$ cat src/rtl/core/shs_pkg.sv
`timescale 1ns / 1ps
`default_nettype none

package shs_pkg;

  localparam int unsigned WordW  = 32;
  localparam int unsigned Rounds = 64;

  // Start-of-message chaining value
  localparam logic [WordW-1:0] INIT_CHAIN [8] = '{
    32'h6a09e667, 32'hbb67ae85, 32'h3c6ef372, 32'ha54ff53a,
    32'h510e527f, 32'h9b05688c, 32'h1f83d9ab, 32'h5be0cd19
  };

  localparam logic [7:0] PAD_BYTE = 8'h80;

  // Per-round additive constants
  localparam logic [WordW-1:0] ROUND_K [Rounds] = '{
    32'h428a2f98, 32'h71374491, 32'hb5c0fbcf, 32'he9b5dba5,
    32'h3956c25b, 32'h59f111f1, 32'h923f82a4, 32'hab1c5ed5,
    32'hd807aa98, 32'h12835b01, 32'h243185be, 32'h550c7dc3,
    32'h72be5d74, 32'h80deb1fe, 32'h9bdc06a7, 32'hc19bf174,
    32'he49b69c1, 32'hefbe4786, 32'h0fc19dc6, 32'h240ca1cc,
    32'h2de92c6f, 32'h4a7484aa, 32'h5cb0a9dc, 32'h76f988da,
    32'h983e5152, 32'ha831c66d, 32'hb00327c8, 32'hbf597fc7,
    32'hc6e00bf3, 32'hd5a79147, 32'h06ca6351, 32'h14292967,
    32'h27b70a85, 32'h2e1b2138, 32'h4d2c6dfc, 32'h53380d13,
    32'h650a7354, 32'h766a0abb, 32'h81c2c92e, 32'h92722c85,
    32'ha2bfe8a1, 32'ha81a664b, 32'hc24b8b70, 32'hc76c51a3,
    32'hd192e819, 32'hd6990624, 32'hf40e3585, 32'h106aa070,
    32'h19a4c116, 32'h1e376c08, 32'h2748774c, 32'h34b0bcb5,
    32'h391c0cb3, 32'h4ed8aa4a, 32'h5b9cca4f, 32'h682e6ff3,
    32'h748f82ee, 32'h78a5636f, 32'h84c87814, 32'h8cc70208,
    32'h90befffa, 32'ha4506ceb, 32'hbef9a3f7, 32'hc67178f2
  };

  function automatic logic [WordW-1:0] rotr(input logic [WordW-1:0] x, input int unsigned n);
    return (x >> n) | (x << (WordW - n));
  endfunction

  function automatic logic [WordW-1:0] big_sigma0(input logic [WordW-1:0] x);
    return rotr(x, 2) ^ rotr(x, 13) ^ rotr(x, 22);
  endfunction

  function automatic logic [WordW-1:0] big_sigma1(input logic [WordW-1:0] x);
    return rotr(x, 6) ^ rotr(x, 11) ^ rotr(x, 25);
  endfunction

  function automatic logic [WordW-1:0] small_sigma0(input logic [WordW-1:0] x);
    return rotr(x, 7) ^ rotr(x, 18) ^ (x >> 3);
  endfunction

  function automatic logic [WordW-1:0] small_sigma1(input logic [WordW-1:0] x);
    return rotr(x, 17) ^ rotr(x, 19) ^ (x >> 10);
  endfunction

  function automatic logic [WordW-1:0] choose(input logic [WordW-1:0] e,
                                              input logic [WordW-1:0] f,
                                              input logic [WordW-1:0] g);
    return (e & f) ^ (~e & g);
  endfunction

  function automatic logic [WordW-1:0] majority(input logic [WordW-1:0] a,
                                                input logic [WordW-1:0] b,
                                                input logic [WordW-1:0] c);
    return (a & b) ^ (a & c) ^ (b & c);
  endfunction

endpackage

`default_nettype wire

$ cat src/rtl/core/shs_ram.sv
`timescale 1ns / 1ps
`default_nettype none

module shs_ram #(
  parameter int unsigned Width = 32,
  parameter int unsigned Depth = 16
) (
  input  wire logic                     clk_i,
  input  wire logic                     we_i,
  input  wire logic [$clog2(Depth)-1:0] waddr_i,
  input  wire logic [Width-1:0]         wdata_i,
  input  wire logic [$clog2(Depth)-1:0] raddr_a_i,
  input  wire logic [$clog2(Depth)-1:0] raddr_b_i,
  output logic      [Width-1:0]         rdata_a_o,
  output logic      [Width-1:0]         rdata_b_o
);

  logic [Width-1:0] mem_q [Depth];

  // Write one entry, register both reads
  always_ff @(posedge clk_i) begin
    if (we_i) begin
      mem_q[waddr_i] <= wdata_i;
    end
    rdata_a_o <= mem_q[raddr_a_i];
    rdata_b_o <= mem_q[raddr_b_i];
  end

endmodule

`default_nettype wire

$ cat src/rtl/core/sha256_stream_hasher.sv
`timescale 1ns / 1ps
`default_nettype none

// SHA-256 over a byte stream. Each input item carries at most one message byte; an item
// with end_of_message set closes the message, pads it and returns the eight digest words
// (index 0 first) on the output channel, after which a new message starts. The input is
// ready only while the block is idle: a byte that does not complete a 64-byte block leaves
// the block idle. A completed block is compressed round by round, each round passing through
// S_RND1 and S_RND2 as set by the 16-word message schedule memory, whose two read ports
// supply the four schedule words each round needs. Closing a message writes the padding one
// byte per cycle up to the block end, and on into an extra block when the length does not
// fit, plus one or two compressions, then the eight words go out one per accepted cycle.
module sha256_stream_hasher
  import shs_pkg::*;
(
  input  wire logic        clk_i,
  input  wire logic        rst_ni,
  input  wire logic        in_valid_i,
  output logic             in_ready_o,
  input  wire logic [7:0]  data_byte_i,
  input  wire logic        has_byte_i,
  input  wire logic        end_of_message_i,
  output logic             out_valid_o,
  input  wire logic        out_ready_i,
  output logic      [31:0] digest_word_o,
  output logic      [2:0]  word_index_o,
  output logic             last_word_o
);

  typedef enum logic [6:0] {
    S_IDLE   = 7'b0000001,
    S_PAD    = 7'b0000010,
    S_CSTART = 7'b0000100,
    S_RND1   = 7'b0001000,
    S_RND2   = 7'b0010000,
    S_CADD   = 7'b0100000,
    S_OUT    = 7'b1000000
  } state_e;

  state_e       state_q, state_d;
  logic [5:0]   fill_q, fill_d;
  logic [60:0]  count_q, count_d;
  logic [5:0]   rnd_q, rnd_d;
  logic [2:0]   idx_q, idx_d;
  logic         pend_q, pend_d;
  logic         pad_done_q, pad_done_d;
  logic         len_blk_q, len_blk_d;
  logic [31:0]  chain_q [8];
  logic [31:0]  chain_d [8];
  logic [31:0]  wv_q [8];
  logic [31:0]  wv_d [8];
  logic [23:0]  acc_q, acc_d;
  logic [31:0]  sig_q, sig_d;

  logic         byte_we;
  logic [7:0]   byte_val;
  logic [7:0]   pad_byte;
  logic [63:0]  bit_len;
  logic         ram_we;
  logic [3:0]   ram_waddr;
  logic [31:0]  ram_wdata;
  logic [3:0]   ram_raddr_a;
  logic [3:0]   ram_raddr_b;
  logic [31:0]  ram_rdata_a;
  logic [31:0]  ram_rdata_b;
  logic [3:0]   rnd_next;
  logic [31:0]  w_cur;
  logic [31:0]  t1;
  logic [31:0]  t2;

  // Message schedule / block buffer memory
  shs_ram #(
    .Width(32),
    .Depth(16)
  ) u_sched_ram (
    .clk_i    (clk_i),
    .we_i     (ram_we),
    .waddr_i  (ram_waddr),
    .wdata_i  (ram_wdata),
    .raddr_a_i(ram_raddr_a),
    .raddr_b_i(ram_raddr_b),
    .rdata_a_o(ram_rdata_a),
    .rdata_b_o(ram_rdata_b)
  );

  // Select padding byte: marker, zero or big-endian bit length
  assign bit_len = {count_q, 3'b000};
  always_comb begin
    if (!pad_done_q) begin
      pad_byte = PAD_BYTE;
    end else if (len_blk_q && (fill_q[5:3] == 3'b111)) begin
      pad_byte = bit_len[{3'd7 - fill_q[2:0], 3'b000} +: 8];
    end else begin
      pad_byte = 8'h00;
    end
  end

  // Byte write request into the block buffer
  always_comb begin
    byte_we  = 1'b0;
    byte_val = data_byte_i;
    if (state_q == S_IDLE) begin
      byte_we = in_valid_i & has_byte_i;
    end else if (state_q == S_PAD) begin
      byte_we  = 1'b1;
      byte_val = pad_byte;
    end
  end

  // Round datapath
  assign w_cur = (rnd_q[5:4] == 2'b00) ? ram_rdata_b : sig_q + ram_rdata_a + ram_rdata_b;
  assign t1 = wv_q[7] + big_sigma1(wv_q[4]) + choose(wv_q[4], wv_q[5], wv_q[6])
            + ROUND_K[rnd_q] + w_cur;
  assign t2 = big_sigma0(wv_q[0]) + majority(wv_q[0], wv_q[1], wv_q[2]);

  // Memory port control: packed words on fill, expanded words during rounds
  assign rnd_next = (state_q == S_RND2) ? rnd_q[3:0] + 4'd1 : 4'd0;
  always_comb begin
    ram_we    = 1'b0;
    ram_waddr = fill_q[5:2];
    ram_wdata = {acc_q, byte_val};
    if (byte_we && (fill_q[1:0] == 2'b11)) begin
      ram_we = 1'b1;
    end else if ((state_q == S_RND2) && (rnd_q[5:4] != 2'b00)) begin
      ram_we    = 1'b1;
      ram_waddr = rnd_q[3:0];
      ram_wdata = w_cur;
    end
    if (state_q == S_RND1) begin
      ram_raddr_a = rnd_q[3:0] + 4'd9;
      ram_raddr_b = rnd_q[3:0];
    end else begin
      ram_raddr_a = rnd_next - 4'd2;
      ram_raddr_b = rnd_next + 4'd1;
    end
  end

  // Next-state logic
  always_comb begin
    state_d    = state_q;
    fill_d     = fill_q;
    count_d    = count_q;
    rnd_d      = rnd_q;
    idx_d      = idx_q;
    pend_d     = pend_q;
    pad_done_d = pad_done_q;
    len_blk_d  = len_blk_q;
    chain_d    = chain_q;
    wv_d       = wv_q;
    acc_d      = acc_q;
    sig_d      = sig_q;

    if (byte_we) begin
      acc_d  = {acc_q[15:0], byte_val};
      fill_d = fill_q + 6'd1;
    end

    unique case (state_q)
      S_IDLE: begin
        if (in_valid_i) begin
          if (has_byte_i) begin
            count_d = count_q + 61'd1;
          end
          pend_d     = end_of_message_i;
          pad_done_d = 1'b0;
          len_blk_d  = 1'b0;
          if (has_byte_i && (fill_q == 6'd63)) begin
            state_d = S_CSTART;
          end else if (end_of_message_i) begin
            state_d = S_PAD;
          end
        end
      end
      S_PAD: begin
        if (!pad_done_q) begin
          pad_done_d = 1'b1;
          len_blk_d  = (fill_q[5:3] != 3'b111);
        end
        if (fill_q == 6'd63) begin
          state_d = S_CSTART;
        end
      end
      S_CSTART: begin
        wv_d    = chain_q;
        rnd_d   = '0;
        state_d = S_RND1;
      end
      S_RND1: begin
        sig_d   = small_sigma1(ram_rdata_a) + small_sigma0(ram_rdata_b);
        state_d = S_RND2;
      end
      S_RND2: begin
        wv_d[7] = wv_q[6];
        wv_d[6] = wv_q[5];
        wv_d[5] = wv_q[4];
        wv_d[4] = wv_q[3] + t1;
        wv_d[3] = wv_q[2];
        wv_d[2] = wv_q[1];
        wv_d[1] = wv_q[0];
        wv_d[0] = t1 + t2;
        rnd_d   = rnd_q + 6'd1;
        state_d = (rnd_q == 6'd63) ? S_CADD : S_RND1;
      end
      S_CADD: begin
        for (int i = 0; i < 8; i++) begin
          chain_d[i] = chain_q[i] + wv_q[i];
        end
        if (pend_q && pad_done_q && len_blk_q) begin
          idx_d   = '0;
          state_d = S_OUT;
        end else if (pend_q) begin
          if (pad_done_q) begin
            len_blk_d = 1'b1;
          end
          state_d = S_PAD;
        end else begin
          state_d = S_IDLE;
        end
      end
      S_OUT: begin
        if (out_ready_i) begin
          idx_d = idx_q + 3'd1;
          if (idx_q == 3'd7) begin
            chain_d = INIT_CHAIN;
            count_d = '0;
            fill_d  = '0;
            pend_d  = 1'b0;
            state_d = S_IDLE;
          end
        end
      end
      default: state_d = S_IDLE;
    endcase
  end

  // Control and chaining registers
  always_ff @(posedge clk_i or negedge rst_ni) begin
    if (!rst_ni) begin
      state_q    <= S_IDLE;
      fill_q     <= '0;
      count_q    <= '0;
      rnd_q      <= '0;
      idx_q      <= '0;
      pend_q     <= 1'b0;
      pad_done_q <= 1'b0;
      len_blk_q  <= 1'b0;
      chain_q    <= INIT_CHAIN;
    end else begin
      state_q    <= state_d;
      fill_q     <= fill_d;
      count_q    <= count_d;
      rnd_q      <= rnd_d;
      idx_q      <= idx_d;
      pend_q     <= pend_d;
      pad_done_q <= pad_done_d;
      len_blk_q  <= len_blk_d;
      chain_q    <= chain_d;
    end
  end

  // Datapath registers
  always_ff @(posedge clk_i) begin
    wv_q  <= wv_d;
    acc_q <= acc_d;
    sig_q <= sig_d;
  end

  // Outputs
  assign in_ready_o    = (state_q == S_IDLE);
  assign out_valid_o   = (state_q == S_OUT);
  assign digest_word_o = chain_q[idx_q];
  assign word_index_o  = idx_q;
  assign last_word_o   = (idx_q == 3'd7);

  // Checks
  a_no_overlap: assert property (@(posedge clk_i) disable iff (!rst_ni)
    !(in_ready_o && out_valid_o))
    else $error("input and output active together");

  a_sched_hazard: assert property (@(posedge clk_i) disable iff (!rst_ni)
    (ram_we && (state_q == S_RND2)) |->
      ((ram_waddr != ram_raddr_a) && (ram_waddr != ram_raddr_b)))
    else $error("schedule write collides with a read");

  a_full_rounds: assert property (@(posedge clk_i) disable iff (!rst_ni)
    (state_q == S_CADD) |-> ($past(rnd_q) == 6'd63))
    else $error("compression ended before round 63");

  a_word_order: assert property (@(posedge clk_i) disable iff (!rst_ni)
    (out_valid_o && out_ready_i && !last_word_o) |=>
      (out_valid_o && (word_index_o == $past(word_index_o) + 3'd1)))
    else $error("digest word skipped");

  a_restart: assert property (@(posedge clk_i) disable iff (!rst_ni)
    (out_valid_o && out_ready_i && last_word_o) |=>
      (in_ready_o && (fill_q == 6'd0) && (count_q == 61'd0)))
    else $error("message state not cleared after digest");

endmodule

`default_nettype wire
$ cat config.mk
export PLATFORM = sky130hd
export DESIGN_NAME = sha256_stream_hasher
export DESIGN_NICKNAME = d
export VERILOG_FILES = /design/src/rtl/core/shs_pkg.sv /design/src/rtl/core/shs_ram.sv /design/src/rtl/core/sha256_stream_hasher.sv
export SDC_FILE = /design/constraint.sdc
export NUM_CORES = 2
export LEC_CHECK = 0
export ABC_AREA = 1
export BUFFER_PORTS_ARGS = -buffer_cell sky130_fd_sc_hd__buf_2
export CELL_PAD_IN_SITES_DETAIL_PLACEMENT = 1
export CELL_PAD_IN_SITES_GLOBAL_PLACEMENT = 1
export CORE_AREA = 2 2 599 601
export CTS_CLUSTER_SIZE = 24
export DETAILED_ROUTE_END_ITERATION = 12
export DIE_AREA = 0 0 601 603
export PLACE_DENSITY_LB_ADDON = 0.1
export SYNTH_ARGS = -nofsm -noshare
export SYNTH_HDL_FRONTEND = slang
export SYNTH_SLANG_ARGS = --single-unit
$ cat constraint.sdc
create_clock -name clk_i -period 10.8 [get_ports clk_i]
set_input_delay 0.54 -clock clk_i [delete_from_list [all_inputs] [get_ports clk_i]]
set_output_delay 0.54 -clock clk_i [all_outputs]
set_load 0.05 [all_outputs]
==> summary.txt <==
Clock network
  – Root buf cell: clkbuf_16
  – Clock latency on the worst-skew pair: 0.91 ns
  – Max Root-Sink Buffers: 4
  – Num CTS Buffers: 174
  – CTS tree: yes
  – Clock sink count: about 1200
  – Reg clk slew, reported paths: around 0.060 ns
  – H-tree levels: 4

Routing
  – WL final: 453300 um
  – DR DRC count: 0
  – 1st-pass router iterations: 5
  – Routed len/inst: 28.45 um
  – Via Count: 82150
  – Iteration-0 DRC Markers: 6157
  – Via/cell ratio: 5.157
  – ANT nets after route: 0

Timing
  – Min Tclk post-route: 10.10 ns
  – Setup Skew: between 0.08 and 0.09 ns
  – Slew margin rel.: 10.22%
  – Fin. max-slew vios: 0
  – Final Hold Slack: about 0.13 ns
  – Worst-margin pin slew: around 1.3 ns
  – Final setup viols: 0
  – Part of the cycle the worst path needs: 93.54%
  – RSZ-0062 raised after global routing: no
  – Setup TNS: 0 ns
  – Final hold violations: 0
  – Fmax: 98.99 MHz

Worst setup path
  – Most frequent CP cell: nand2_1
  – Kind of critical path: reg -> reg
  – Crit start category: register
  – Crit-path slowest cell: o21ai_0
  – WP data required: roughly 11 ns
  – CP bufs+invs: 6
  – CP Capture Type: register
  – CP max FO: 5
  – CP top delay family: adder cells
  – Critical Path AT: 10.66 ns
  – Slowest cell delay on critical path: 0.70 ns

Die
  – Die Y: 603 um
  – DIE AREA: between 300000 and 400000 sq um
  – Core Area: about 360000 sq um
  – Starting Density: 24.94%
  – Cell row count: approximately 220
  – Die Width: about 600 um
  – Top Ports: 52

Yosys
  – Main synth FF type: edfxtp_1
  – Syn Std Cell Area: 88650 sq um
  – Mapped Avg Cell Area: between 7 and 8 sq um
  – Syn Nets: 11760
  – Synthesis Warnings: 0
  – Seq cells post-synth: ~1200
  – Post-synthesis async set-or-reset flop share: between 20 and 30%
  – Sequential fraction of the synthesis area: 39.21%
  – Post-synth cell types: 76
  – Post-Synthesis Cells: 11140
  – Post-synth EDFFs: 824

Cells and area
  – Area of the multi-input gates: 46680 sq um
  – Final nets: 11640
  – Reg area: between 30000 and 40000 sq um
  – Most common cell after layout, fill and taps aside: nand2_1
  – Fill count: 42210
  – Share of layout cells above drive strength 1: 6.511%
  – Area Overhead vs Synth: 12.88%
  – Most frequent cells in the layout: 2079 x nand2_1, 1500 x o21ai_0, 1414 x inv_1
  – Final Non-Filler Cells: ~16000

Place
  – Detail Placement HPWL: 337100 um
  – Placed cell count: 15590
  – Placer Congestion: 0.9350
  – Port bufs: approximately 50

Job
  – Max-Cap Viols: 0

Global routing
  – Vias in the first global route: 84610
  – Pin count of the biggest net entering global routing: 224
  – Initial antenna violation count: 15
  – First-pass GRT wire length: 644100 um
  – Overall Global Routing Usage: 24.40%
  – Remaining Overflow, GRT: 0

Status
  – Status: finished, final reports clean

Hold path
  – Worst Hold Class: in -> reg
## cell usage after synthesis (10+ instances only)
| cell type | number | area share [%] |
|---|---|---|
| a221oi_1 | 29 | 0.29 |
| dfstp_2 | 137 | 4.1 |
| ha_1 | 436 | 6.2 |
| nor3_1 | 115 | 0.65 |
| buf_2 | 94 | 0.53 |
| a211oi_1 | 20 | 0.17 |
| nor4_1 | 44 | 0.31 |
| o21ai_0 | 1527 | 8.6 |
| xor2_1 | 291 | 2.9 |
| inv_2 | 18 | 0.076 |
| xnor2_1 | 187 | 1.8 |
| a31oi_1 | 72 | 0.51 |
| o22ai_1 | 118 | 0.83 |
| inv_1 | 1419 | 6.0 |
| o31ai_1 | 32 | 0.27 |
| clkbuf_1 | 374 | 1.6 |
| nand3_1 | 429 | 2.4 |
| dfrtp_1 | 205 | 5.8 |
| or2_2 | 37 | 0.26 |
| nand3b_1 | 19 | 0.16 |
| nand2_1 | 2081 | 8.8 |
| o211ai_1 | 203 | 1.7 |
| a22oi_1 | 10 | 0.085 |
| nand4_1 | 78 | 0.55 |
| fa_1 | 167 | 3.8 |
| o21bai_1 | 70 | 0.59 |
| nor2_1 | 571 | 2.4 |
| edfxtp_1 | 824 | 28 |
| o21ai_1 | 80 | 0.45 |
| dfxtp_1 | 64 | 1.4 |
| a21boi_0 | 18 | 0.15 |
| a21o_1 | 63 | 0.53 |
| o32ai_1 | 10 | 0.099 |
| a21oi_1 | 1097 | 6.2 |
| o221ai_1 | 29 | 0.29 |
| buf_1 | 29 | 0.12 |
| o21a_1 | 24 | 0.20 |
## per-stage QoR
step           instance area (sq um)  setup slack (ns)  util (%)
3_3_place_gp                   94380            0.9938     26.56
2_1_floorplan                  88650             3.148         -
4_1_cts                       100000            0.8009     28.14
6_report                      100100            0.6975     28.16
3_5_place_dp                   94380            0.8985     26.56
5_1_grt                       100000            0.2244     28.15
## repair_timing
action / in CTS / in global routing
buffers inserted: 0 / 0
resized for setup: 0 / 0
hold buffers: 4 / 0
hold endpoints to repair: 33 / 0
endpoints found under the setup margin: 0 / 0
## logic make-up (layout without fill, tap and decap cells)
| kind of cell | Yosys count | after routing | synth area share (%) |
|---|---|---|---|
| AO/OA/AOI/OAI | 3445 | 3445 | 21.44 |
| XOR/XNOR | 479 | 479 | 4.741 |
| adder cells (fa/ha/maj) | 606 | 606 | 9.959 |
| buffers and inverters | 1951 | 1975 | 8.445 |
| flip-flops | 1230 | 1230 | 39.21 |
| multiplexers | 7 | 7 | 0.07905 |
| other | 0 | 13 | 0 |
| AND/OR/NAND/NOR | 3424 | 3424 | 16.12 |
## flip-flops by register name, indices dropped and copies added (netlist names)
name / flops
acc_q: 24
chain_q: 256
count_q: 61
fill_q: 6
len_blk_q: 1
pad_done_q: 1
pend_q: 1
rnd_q: 6
sig_q: 32
state_q: 7
u_sched_ram.mem_q: 512
u_sched_ram.rdata_a_o: 32
u_sched_ram.rdata_b_o: 32
word_index_o: 3
wv_q: 256
## worst paths after layout
path | startpoint | endpoint | slack, ns | depth (start not counted)
min in group asynchronous | rst_ni | chain_q[218]$_DFFE_PN0P_ | 0.29 | 2
max in group asynchronous | rst_ni | word_index_o[0]$_DFFE_PN0P_ | 8.41 | 4
worst min register to register | acc_q[2]$_DFFE_PP_ | acc_q[10]$_DFFE_PP_ | 0.46 | 0
worst min-delay path | out_ready_i | state_q[6]$_DFFE_PN0P_ | 0.13 | 4
worst max register to register | u_sched_ram.rdata_b_o[3]$_DFF_P_ | wv_q[247]$_DFFE_PP_ | 0.70 | 36
worst max-delay path | u_sched_ram.rdata_b_o[3]$_DFF_P_ | wv_q[247]$_DFFE_PP_ | 0.70 | 36
## per-layer routing
metal  global-route usage, %  routed length [um]  vias to the layer above
li1                        -                   -                    37930
met1                   34.34              215400                    42120
met2                   40.16              209000                     1699
met3                   2.275               17500                      395
met4                   5.752               11330                        0
met5                       0                   0                        -
## final cells by class
type	count	area share [%]
Clock buffer	267	5.088
Multi-Input combinational cell	7961	46.65
Timing Repair Buffer	212	1.583
Tap cell	4751	5.941
Antenna cell	13	0.03251
Inverter	1444	5.445
Sequential cell	1230	34.74
Clock inverter	52	0.5164
## worst reg2reg max path, delay by kind of cell (launching register included)
family          cells  cell delay [ns]
compound gates      8             2.66
fa+ha+maj           8             3.52
buf+inv             6             0.65
flops               1             0.54
simple gates       13             1.90
xor+xnor            1             0.51
Power is not shown: default switching activity piles up to over one toggle a cycle in this logic, so the estimate is an artifact.
